[config.mk]
export PLATFORM = sky130hd
export DESIGN_NAME = double_m20_float_converter
export DESIGN_NICKNAME = d
export VERILOG_FILES = /design/src/hw/rtl/dmfc_pkg.sv /design/src/hw/rtl/double_m20_float_converter.sv
export SDC_FILE = /design/constraint.sdc
export NUM_CORES = 1
export LEC_CHECK = 0
export BUFFER_PORTS_ARGS = -buffer_cell sky130_fd_sc_hd__buf_2
export CAP_MARGIN = 20
export CORE_MARGIN = 1.5
export CORE_UTILIZATION = 35
export DETAILED_ROUTE_END_ITERATION = 7
export SYNTH_ARGS = -nofsm -noshare
export SYNTH_HDL_FRONTEND = slang
export SYNTH_SLANG_ARGS = --single-unit
[constraint.sdc]
create_clock -name clk -period 22.8 [get_ports clk]
set_clock_uncertainty 0.2 [all_clocks]
set_input_delay 4.56 -clock clk [delete_from_list [all_inputs] [get_ports clk]]
set_output_delay 4.56 -clock clk [all_outputs]
set_load 0.05 [all_outputs]
[src/hw/rtl/dmfc_pkg.sv]
// Package for the double / 44-bit float word converter.
// Holds command codes, field constants and leading-zero count helpers.
// No dependencies.
package dmfc_pkg;

  // Conversion direction carried on tuser.
  typedef enum logic {
    CMD_TO_WORD   = 1'b0,
    CMD_TO_DOUBLE = 1'b1
  } dmfc_cmd_t;

  localparam int WORD_FRAC_W = 36;
  localparam int WORD_EXP_W  = 7;
  localparam logic [WORD_FRAC_W-1:0] FRAC_ONES = '1;
  localparam logic [10:0] DBL_EXP_SPECIAL = 11'h7FF;

  // Leading zeros of a 52-bit value; the value must be nonzero.
  function automatic logic [5:0] lzc52(input logic [51:0] v);
    logic [5:0] n;
    n = 6'd0;
    for (int i = 0; i < 52; i++) begin
      if (v[i]) n = 6'(51 - i);
    end
    return n;
  endfunction

  // Leading zeros of a 36-bit value; the value must be nonzero.
  function automatic logic [5:0] lzc36(input logic [35:0] v);
    logic [5:0] n;
    n = 6'd0;
    for (int i = 0; i < 36; i++) begin
      if (v[i]) n = 6'(35 - i);
    end
    return n;
  endfunction

endpackage

[src/hw/rtl/double_m20_float_converter.sv]
// Top level of the double / 44-bit float word converter.
// Depends on dmfc_pkg for command codes and leading-zero counters.
//
// Converts IEEE 754 double bit patterns to a 44-bit float word (sign bit 43,
// exponent biased by 64 in bits 42..36, 36-bit fraction) when in_tuser is 0,
// and such a word (in in_tdata[43:0]) back to a double when in_tuser is 1.
// One item is accepted per cycle while out_tready does not stall the pipeline. An
// item sits in the input register after the edge that accepts it, and its result
// is then loaded into the output register, which raises out_tvalid. Backpressure
// on out_tready stalls both registers.
module double_m20_float_converter (
  input  logic        clk,
  input  logic        rst_n,
  input  logic        in_tvalid,
  output logic        in_tready,
  input  logic [63:0] in_tdata,   // [63:0] operand
  input  logic [0:0]  in_tuser,   // [0] command
  output logic        out_tvalid,
  input  logic        out_tready,
  output logic [63:0] out_tdata   // [63:0] result
);
  import dmfc_pkg::*;

  logic        s1_valid_r, s1_valid_nxt;
  logic        s1_cmd_r;
  logic [63:0] s1_op_r;
  logic        s2_valid_r, s2_valid_nxt;
  logic        s2_cmd_r;
  logic [63:0] s2_res_r;
  logic        s2_ready, s1_ready;

  // Pipeline handshake: each stage loads when it is empty or the one after it moves.
  assign s2_ready  = !s2_valid_r || out_tready;
  assign s1_ready  = !s1_valid_r || s2_ready;
  assign in_tready = s1_ready;

  always_comb begin
    s1_valid_nxt = s1_ready ? in_tvalid : s1_valid_r;
    s2_valid_nxt = s2_ready ? s1_valid_r : s2_valid_r;
  end

  // Double to word conversion.
  logic              d_sgn;
  logic [10:0]       d_exp;
  logic [51:0]       d_frac;
  logic [5:0]        d_lz;
  logic [52:0]       d_m;
  logic signed [11:0] d_ex;
  logic [36:0]       d_rnd;
  logic [35:0]       d_wfrac;
  logic [63:0]       word_res;

  always_comb begin
    d_sgn  = s1_op_r[63];
    d_exp  = s1_op_r[62:52];
    d_frac = s1_op_r[51:0];
    d_lz   = lzc52(d_frac);
    if (d_exp == 11'd0) begin
      d_m  = 53'({1'b0, d_frac} << (d_lz + 6'd1));
      d_ex = -12'sd1022 - $signed({6'd0, d_lz});
    end else begin
      d_m  = {1'b1, d_frac};
      d_ex = $signed({1'b0, d_exp}) - 12'sd1022;
    end
    // Round half up, then renormalize on a carry out.
    d_rnd = {1'b0, d_m[52:17]} + 37'(d_m[16]);
    if (d_rnd[36]) begin
      d_wfrac = {1'b1, 35'd0};
      d_ex    = d_ex + 12'sd1;
    end else begin
      d_wfrac = d_rnd[35:0];
    end
    if (d_ex < -12'sd64) begin
      d_ex = -12'sd64;
    end
    if (d_ex > 12'sd63) begin
      d_ex    = 12'sd63;
      d_wfrac = FRAC_ONES;
    end
    word_res = {20'd0, d_sgn, 7'(d_ex + 12'sd64), d_wfrac};
    // Special operands.
    if (d_exp == DBL_EXP_SPECIAL) begin
      word_res = {20'd0, d_sgn && (d_frac == 52'd0), 7'h7F, FRAC_ONES};
    end else if (d_exp == 11'd0 && d_frac == 52'd0) begin
      word_res = {20'd0, 1'b0, 7'd64, 36'd0};
    end
  end

  // Word to double conversion.
  logic        w_sgn;
  logic [6:0]  w_exp;
  logic [35:0] w_frac;
  logic [5:0]  w_lz;
  logic [35:0] w_norm;
  logic [10:0] w_be;
  logic [63:0] dbl_res;

  always_comb begin
    w_sgn  = s1_op_r[43];
    w_exp  = s1_op_r[42:36];
    w_frac = s1_op_r[35:0];
    w_lz   = lzc36(w_frac);
    w_norm = w_frac << w_lz;
    w_be   = 11'd958 + {4'd0, w_exp} - {5'd0, w_lz};
    if (w_frac == 36'd0) begin
      dbl_res = {w_sgn, 63'd0};
    end else begin
      dbl_res = {w_sgn, w_be, w_norm[34:0], 17'd0};
    end
  end

  // Control registers.
  always_ff @(posedge clk) begin
    if (!rst_n) begin
      s1_valid_r <= 1'b0;
      s2_valid_r <= 1'b0;
    end else begin
      s1_valid_r <= s1_valid_nxt;
      s2_valid_r <= s2_valid_nxt;
    end
  end

  // Payload registers.
  always_ff @(posedge clk) begin
    if (s1_ready && in_tvalid) begin
      s1_op_r  <= in_tdata;
      s1_cmd_r <= in_tuser[0];
    end
    if (s2_ready && s1_valid_r) begin
      s2_cmd_r <= s1_cmd_r;
      s2_res_r <= (s1_cmd_r == CMD_TO_DOUBLE) ? dbl_res : word_res;
    end
  end

  assign out_tvalid = s2_valid_r;
  assign out_tdata  = s2_res_r;

  // A word result never sets bits above the word.
  a_word_upper_zero: assert property (@(posedge clk) disable iff (!rst_n)
    out_tvalid && (s2_cmd_r == CMD_TO_WORD) |-> out_tdata[63:44] == 20'd0)
    else $error("word result has upper bits set");

  // With no backpressure at the output, the input is always open.
  a_ready_when_drained: assert property (@(posedge clk) disable iff (!rst_n)
    out_tready |-> in_tready)
    else $error("input stalled while output drains");

  // A held input stage moves to the output when the output is free.
  a_stage_advance: assert property (@(posedge clk) disable iff (!rst_n)
    s1_valid_r && s2_ready |=> out_tvalid)
    else $error("item lost between stages");

endmodule
==> flow_metrics.py, run 1 <==
metrics = {
    "placement": {
        "gp_congestion": 1.013,
        "pre_cts_slack_ns": 9.910,
        "port_buffers": 134,
        "dp_hpwl_mm": 42.35,
        "postPlaceCellArea_um2": 14430,
    },
    "pwr": {
        "clockPowerShare_pct": 32.9,
        "powerDensity_nw_per_um2": 58.13,
        "internal_power_mw": 0.5433,
        "seq_power_share_pct": 34.5,
        "power_mw": 0.8739,
        "swShare_pct": 37.83,
        "vdd_ir_drop_max_mv": 0.05845,
        "power_frac_comb_pct": 32.6,
        "power.leakage_nw": 5.470,
        "switchingPower_mw": 0.3305,
    },
    "timing": {
        "max_freq_ghz": 0.07577,
        "relSlewSlack_pct": 30.59,
        "finalMaxSlewViolations": 0,
        "worst_pin_slew_ns": 1.033,
        "post-route-min-period_ns": 13.20,
        "tns_ns": 0,
        "setup_violations": 0,
        "layout_setup_ws_ns": 9.601,
        "rsz0062_at_grt": "no",
        "period_share_pct": 57.89,
        "hold_viol": 0,
    },
    "setup_path": {
        "crit_buf_inv": 7,
        "slowest_stage": "or4_1",
        "rr_worst_depth": 47,
        "crit_arrival_ns": 13.19,
        "cp_max_fo": 69,
        "cp_common_cell": "a21oi_1",
        "max_stage_delay_ns": 0.89,
        "r2r-start": "s1_op_r[1]",
        "cp.required_ns": 22.80,
        "crit_type": "register to register",
        "r2r_slack_ns": 9.60,
        "crit_path_end_kind": "register",
        "r2r-end": "out_tdata[27]",
        "cp_top_family": "compound AO/OA/AOI/OAI gates",
        "worst_setup_path_start_kind": "register",
    },
    "synth": {
        "synth_warnings": 0,
        "synthDistinctLibCells": 106,
        "synth_top_area_share_pct": 28.84,
        "syn_inst": 1563,
        "synth_fp_nets": 1653,
        "seq_area_frac_synth_pct": 29.14,
        "synth_ff_type": "edfxtp_1",
        "synthArstFlopShare_pct": 0,
        "ys_seq_elements": 131,
        "synth_enable_flop_cells": 129,
        "avgSynthCellArea_um2": 8.593,
        "synth_top_cell_by_area": "edfxtp_1",
        "synthesis.area_um2": 13430,
        "synthTopCellsByArea": "edfxtp_1 29%, mux2i_1 7.2%, mux4_2 4.5%, nand2_1 3.9%, a21oi_1 3.7%",
    },
    "floorplan": {
        "chipHeight_um": 198.9,
        "initial_core_util_pct": 35.58,
        "core_um2": 37760,
        "rows": 71,
        "die_area_um2": 39560,
        "dieWidth_um": 198.9,
        "ios": 135,
    },
    "cts": {
        "post_cts.repair.setup_buffers": 0,
        "cts_tree": "done",
        "htree_levels": 4,
        "clk_pin_slew_ns": 0.07,
        "clock_sinks": 131,
        "cts_made_buffers": 17,
        "cts_hold_buf": 0,
        "cts_resized": 0,
        "cts-root-buf": "clkbuf_16",
        "clkLatencyLatePin_ns": 0.47,
        "clock_path_buffers": 2,
    },
    "global_route": {
        "grt_pass1_wl_mm": 81.40,
        "grt_use_total_pct": 28.26,
        "met3_usage_pct": 5.612,
        "grt_pass1_vias": 12340,
        "grt_util_met1_pct": 38.74,
        "grt_overflow": 0,
        "grt_max_degree": 70,
        "antenna_found_initial": 0,
        "grt_busiest_layer": "met2",
        "grt_use_met2_pct": 42.13,
    },
    "finish": {
        "drive_above_1_share_pct": 18.66,
        "final_cell_mix": "138 x nand2_1, 134 x buf_2, 129 x edfxtp_1",
        "area_growth_pct": 11.92,
        "final_common_cell": "nand2_1",
        "final_area_um2": 15030,
        "antenna_cells": 0,
        "finalNetCount": 1706,
    },
    "routing": {
        "dr.pass1.iters": 6,
        "wl_per_cell_um": 26.24,
        "drc": 0,
        "route.vias.total": 13570,
        "postRouteAntennaNets": 0,
        "drt_iter0_drc": 2038,
        "vias_per_cell": 6.343,
        "wl_mm": 56.15,
    },
    "hold_path": {
        "min_path_type": "register to register",
        "hp-start": "s1_valid_r",
        "hold_depth": 1,
        "min_to": "out_tvalid",
    },
    "run_status": {
        "run_status": "completed",
    },
    "run": {
        "drv_cap": 0,
    },
}
==> routing by layer <==
layer  vias to the layer above  part of all wire (%)  wire length [um]
li1                       6049                     -                 -
met1                      6620                    42             23720
met2                       789                    43             24390
met3                       116                   9.7              5445
met4                         0                   4.6              2590
met5                         -                     0                 0
==> cells in the mapped netlist (22+ instances only) <==
library cell	instances
nor3_1	34
edfxtp_1	129
a211oi_1	43
a21oi_1	100
mux4_2	27
mux2_2	22
nand2_1	138
mux2i_1	96
nor2_1	128
o21ai_0	81
nand3_1	37
a22oi_1	42
clkbuf_1	87
xnor2_1	38
inv_1	53
buf_2	22
o211ai_1	25
nand2b_1	38
nor4_1	26
==> registers in the layout, indices dropped and copies added (netlist names) <==
| name | flops |
|---|---|
| out_tdata | 64 |
| out_tvalid | 1 |
| s1_op_r | 64 |
| s1_valid_r | 1 |
| s1_cmd_r | 1 |
==> power by group through the flow <==
stage          combinational [mW]  clock [mW]  sequential [mW]
3_3_place_gp                0.275           0            0.305
3_5_place_dp                0.275           0            0.306
4_1_cts                     0.276       0.293            0.301
2_1_floorplan               0.175           0            0.317
6_report                    0.285       0.288            0.302
5_1_grt                     0.300       0.302            0.302
==> logic make-up after synthesis <==
kind of cell,synth area share [%]
simple gates,20.36
flops,29.14
xor+xnor,3.652
buf+inv,6.316
fa+ha+maj,2.012
mux,14.11
compound gates,24.41
==> worst max-delay path by stage <==
stage          startpoint  slack, ns  cells after the start             to
2_1_floorplan  s1_op_r[1]      12.09                     51  out_tdata[38]
3_3_place_gp   s1_op_r[1]      10.26                     46  out_tdata[27]
3_5_place_dp   s1_op_r[1]       9.91                     46  out_tdata[27]
4_1_cts        s1_op_r[1]       9.86                     46  out_tdata[27]
5_1_grt        s1_op_r[1]       8.74                     46  out_tdata[27]
6_report       s1_op_r[1]       9.60                     47  out_tdata[27]
==> final cells by class <==
class / instances / area [um2]
Timing Repair Buffer: 170 / 940.9
Inverter: 55 / 209.0
Multi-Input combinational cell: 1241 / 8733
Sequential cell: 131 / 3914
Clock buffer: 17 / 425.4
Clock inverter: 15 / 171.4
Fill cell: 3856 / 22720
Tap cell: 511 / 639.4
==> metrics by stage <==
stage	instances	util [%]	hold WS [ns]
CTS	2139	39.80	0.3478
detailed placement	2107	38.22	0.3335
global route	2140	39.82	0.3783
floorplan	1563	-	0.2768
finish	2140	39.82	0.3436
global placement	2107	38.22	0.3022
Power figures use the tool's default switching activity.
==> run 2, diff against run 1 <==
- clock period: 22.8 -> 11.5 ns (I/O delays scaled with it)
==> run 2 against run 1 <==
  * The run now ends with design-rule violations left
  * Final cell count rose by 1.0%
  * Die area did not move
  * Flip-flop and latch count did not move
  * Highest routed layer unchanged
==> flow_metrics.py, run 2 (synthesis gave the netlist of run 1 again) <==
metrics = {
    "run_status": {
        "run_status": "finished with violations",
        "violations": "design-rule violations",
    },
    "setup_path": {
        "worst_setup_path_start_kind": "register",
        "crit_buf_inv": 6,
        "cp_max_fo": 33,
        "cp.required_ns": 11.48,
        "cp_top_family": "compound AO/OA/AOI/OAI gates",
        "crit_type": "register to register",
        "slowest_stage": "or4_4",
        "crit_arrival_ns": 10.71,
        "max_stage_delay_ns": 0.62,
        "crit_path_end_kind": "register",
    },
    "floorplan": {
        "die_area_um2": 39560,
        "chipHeight_um": 198.9,
        "core_um2": 37760,
        "dieWidth_um": 198.9,
        "rows": 71,
        "initial_core_util_pct": 35.58,
        "ios": 135,
    },
    "cts": {
        "htree_levels": 4,
        "clock_sinks": 131,
        "clk_pin_slew_ns": 0.06,
        "cts_tree": "done",
        "clkLatencyLatePin_ns": 0.46,
        "cts-root-buf": "clkbuf_16",
        "cts_made_buffers": 17,
        "clock_path_buffers": 2,
    },
    "global_route": {
        "grt_pass1_vias": 12360,
        "grt_overflow": 0,
        "grt_max_degree": 66,
        "grt_use_total_pct": 29.19,
        "antenna_found_initial": 0,
        "grt_pass1_wl_mm": 83.16,
    },
    "run": {
        "drv_cap": 0,
    },
    "routing": {
        "drc": 1,
        "route.vias.total": 13620,
        "vias_per_cell": 6.302,
        "maxUsedRoutingLayer": "met4",
        "dr.pass1.iters": 8,
        "wl_mm": 57.92,
        "met3WireLength_mm": 4.793,
        "met2WireLength_mm": 25.06,
        "wl_met1_mm": 25.32,
        "wl_per_cell_um": 26.79,
        "postRouteAntennaNets": 0,
        "drt_iter0_drc": 1891,
    },
    "pwr": {
        "powerDensity_nw_per_um2": 112.3,
        "power.leakage_nw": 5.566,
        "vdd_ir_drop_max_mv": 0.1147,
    },
    "finish": {
        "final_cell_mix": "138 x nand2_1, 134 x buf_2, 129 x edfxtp_1",
        "final_common_cell": "nand2_1",
        "area_growth_pct": 13.13,
        "multi_input_area_um2": 8763,
        "ff_latch_area_um2": 3914,
        "antenna_cells": 0,
        "finalNetCount": 1728,
        "drive_above_1_share_pct": 19.93,
        "fillers": 3838,
    },
    "timing": {
        "tns_ns": 0,
        "rsz0062_at_grt": "no",
        "setup_violations": 0,
        "worst_pin_slew_ns": 1.009,
        "hold_viol": 0,
        "finalMaxSlewViolations": 0,
        "post-route-min-period_ns": 10.73,
        "max_freq_ghz": 0.09319,
        "relSlewSlack_pct": 31.86,
        "hold-worst-slack_ns": 0.3457,
        "period_share_pct": 93.31,
    },
    "hold_path": {
        "min_path_type": "register to register",
    },
    "placement": {
        "dp_hpwl_mm": 44.22,
        "gp_congestion": 1.059,
        "port_buffers": 134,
    },
}
## run 2: metrics by stage
stage / total power, mW / setup slack, ns / instance area, um2 / utilization [%] / std cells
after floorplan: 0.9758 / 0.7901 / 13430 / - / 1563
after global placement: 1.163 / 0.8152 / 14550 / 38.54 / 2123
after CTS: 1.698 / 0.5429 / 15110 / 40.01 / 2155
after global routing: 1.768 / 0.1143 / 15200 / 40.25 / 2162
final: 1.707 / 0.7694 / 15200 / 40.25 / 2162
after detailed placement: 1.161 / 0.6001 / 14550 / 38.54 / 2123
## run 2: layer usage
metal	vias to the layer above	global-route usage, %
li1	6109	-
met3	127	4.188
met1	6607	41.12
met2	781	43.50
met5	-	0
met4	0	14.37
## run 2: what timing repair did
action,4_1_cts,5_1_grt
resized for setup,0,8
buffers inserted,0,6
hold buffers,0,0
endpoints found under the setup margin,0,42
## run 2: final timing paths
path                                 start            end  slack, ns  cells past startpoint
worst max-delay path            s1_op_r[0]  out_tdata[27]       0.77                     42
worst min-delay path            s1_valid_r     out_tvalid       0.35                      1
worst max register to register  s1_op_r[0]  out_tdata[27]       0.77                     42
worst min register to register  s1_valid_r     out_tvalid       0.35                      1
## run 2: worst reg2reg max path, delay by kind of cell (launching register included)
family	cells	cell delay (ns)
adder cells (fa/ha/maj)	3	0.78
AND/OR/NAND/NOR	13	3.61
flip-flops	1	0.55
buffers and inverters	6	1.26
AO/OA/AOI/OAI	20	4.06
## run 2: area by class of cell
cell class	instances	share of cell area (%)
multi-input combinational	1241	57.67
timing repair buffer	192	7.328
clock inverter	15	0.8646
clock buffer	17	2.800
tap	511	4.207
inverter	55	1.375
sequential	131	25.76
## run 2: report_power, final
| group | total, mW | switching (mW) | internal, mW |
|---|---|---|---|
| clock | 0.532 | 0.234 | 0.297 |
| sequential | 0.593 | 0.0320 | 0.561 |
| combinational | 0.583 | 0.385 | 0.198 |
| total | 1.71 | 0.651 | 1.06 |
==> run 3, diff against run 2 <==
- PLACE_DENSITY_LB_ADDON: unset -> 0.1
==> run 3 against run 2 <==
  * The run now ends clean
  * Clock power grew 9.6%
  * Global-route usage is 0.94 points higher
  * Combinational power is 1% higher
  * Critical path type unchanged
  * Highest routed layer unchanged
==> flow_metrics.py, run 3 (synthesis gave the netlist of run 1 again) <==
metrics = {
    "routing": {
        "wl_mm": 59.37,
        "drt_iter0_drc": 1478,
        "postRouteAntennaNets": 0,
        "route.vias.total": 13380,
        "wl_per_cell_um": 27.30,
        "drc": 0,
        "dr.pass1.iters": 5,
        "vias_per_cell": 6.151,
    },
    "setup_path": {
        "cp-startpoint": "s1_op_r[1]",
        "rr_worst_depth": 41,
        "r2r_slack_ns": 0.69,
        "crit_path_end_kind": "register",
        "r2r-start": "s1_op_r[1]",
        "cp_max_fo": 33,
        "slowest_stage": "nor4b_1",
        "cp.required_ns": 11.48,
        "cp_common_cell": "a21oi_1",
        "max_stage_delay_ns": 0.59,
        "worst_setup_path_start_kind": "register",
        "crit_arrival_ns": 10.79,
        "crit_type": "register to register",
    },
    "timing": {
        "finalMaxSlewViolations": 0,
        "worst_pin_slew_ns": 0.9700,
        "setup_violations": 0,
        "hold_viol": 0,
        "post-route-min-period_ns": 10.81,
        "period_share_pct": 94.02,
        "rsz0062_at_grt": "no",
        "tns_ns": 0,
        "relSlewSlack_pct": 34.49,
        "max_freq_ghz": 0.09249,
    },
    "finish": {
        "utilization_pct": 40.70,
        "antenna_cells": 0,
        "ff_latch_area_um2": 3914,
        "area_growth_pct": 14.39,
        "drive_above_1_share_pct": 20.67,
        "fillers": 3881,
        "finalNetCount": 1741,
        "final_common_cell": "nand2_1",
        "final_cell_mix": "138 x nand2_1, 134 x buf_2, 129 x edfxtp_1",
        "multi_input_area_um2": 8771,
        "stdcell_count": 2175,
    },
    "placement": {
        "dp_hpwl_mm": 46.42,
        "port_buffers": 134,
        "placed_cells": 2141,
        "gp_congestion": 1.018,
    },
    "hold_path": {
        "min_path_type": "register to register",
        "hold_depth": 1,
        "hp-start": "s1_valid_r",
    },
    "global_route": {
        "grt_pass1_wl_mm": 85.34,
        "met3_usage_pct": 4.425,
        "grt_busiest_layer": "met2",
        "grt_overflow": 0,
        "grt_util_met1_pct": 42.13,
        "grt_max_degree": 66,
        "grt_use_total_pct": 30.12,
        "antenna_found_initial": 2,
        "grt_use_met2_pct": 45.04,
        "grt_pass1_vias": 12410,
    },
    "pwr": {
        "powerDensity_nw_per_um2": 114.7,
        "vdd_ir_drop_max_mv": 0.1141,
        "power.leakage_nw": 5.657,
        "power_mw": 1.762,
    },
    "cts": {
        "clock_sinks": 131,
        "htree_levels": 4,
        "cts_made_buffers": 17,
        "clock_path_buffers": 2,
        "cts-root-buf": "clkbuf_16",
        "cts_tree": "done",
        "clkLatencyLatePin_ns": 0.46,
        "clk_pin_slew_ns": 0.07,
        "cts_hold_buf": 0,
    },
    "run": {
        "drv_cap": 0,
    },
    "floorplan": {
        "dieWidth_um": 198.9,
        "core_um2": 37760,
        "die_area_um2": 39560,
        "rows": 71,
        "chipHeight_um": 198.9,
        "ios": 135,
        "initial_core_util_pct": 35.58,
    },
    "run_status": {
        "run_status": "completed",
    },
}
-- run 3: changes by cell type in the layout (fill, tap and decap cells not counted), sizes merged --
cell	delta
clkbuf	+1
inv	+1
clkinv	-3
clkinvlp	-1
buf	+13
bufinv	+2
-- run 3: report_power, final --
group          total, mW  leakage (nW)  switching (mW)  internal [mW]
clock              0.583         0.290           0.240          0.343
combinational      0.589          4.12           0.388          0.201
sequential         0.590          1.25          0.0294          0.561
-- run 3: timing repair --
item	4_1_cts	5_1_grt
setup buffers	0	2
resized for setup	0	11
setup endpoints to repair	0	38
-- run 3: per-layer routing --
metal,vias up,part of all wire [%]
li1,6109,-
met1,6461,44
met2,666,43
met3,143,7.5
met4,0,5.1
met5,-,0
-- run 3: path summary, 6_finish.rpt --
kind,end
max reg2reg,out_tdata[27]
min reg2reg,out_tvalid
min,out_tvalid
max,out_tdata[27]
-- run 3: stage by stage --
step | area (um2) | setup slack [ns] | hold slack (ns)
2_1_floorplan | 13430 | 0.7901 | 0.2768
3_3_place_gp | 14690 | 0.6951 | 0.3097
3_5_place_dp | 14700 | 0.5381 | 0.3248
4_1_cts | 15300 | 0.4989 | 0.3449
5_1_grt | 15360 | 0.03491 | 0.3696
6_report | 15360 | 0.6880 | 0.3365
-- run 3: worst max-delay path, delay by kind of cell (launching register included) --
family                     cells  cell delay [ns]
buffers and inverters          5             1.00
and+or+nand+nor               13             4.08
DFF                            1             0.53
adders and majority gates      3             0.80
AOI/OAI and AO/OA             19             3.55
muxes                          1             0.35
-- run 3: layout make-up --
class | instances | share of cell area, %
inverters | 55 | 1.360
clock buffers | 18 | 2.793
well taps | 511 | 4.161
flip-flops and latches | 131 | 25.47
clock inverters | 14 | 1.140
multi-input cells | 1241 | 57.08
repair buffers | 205 | 7.989
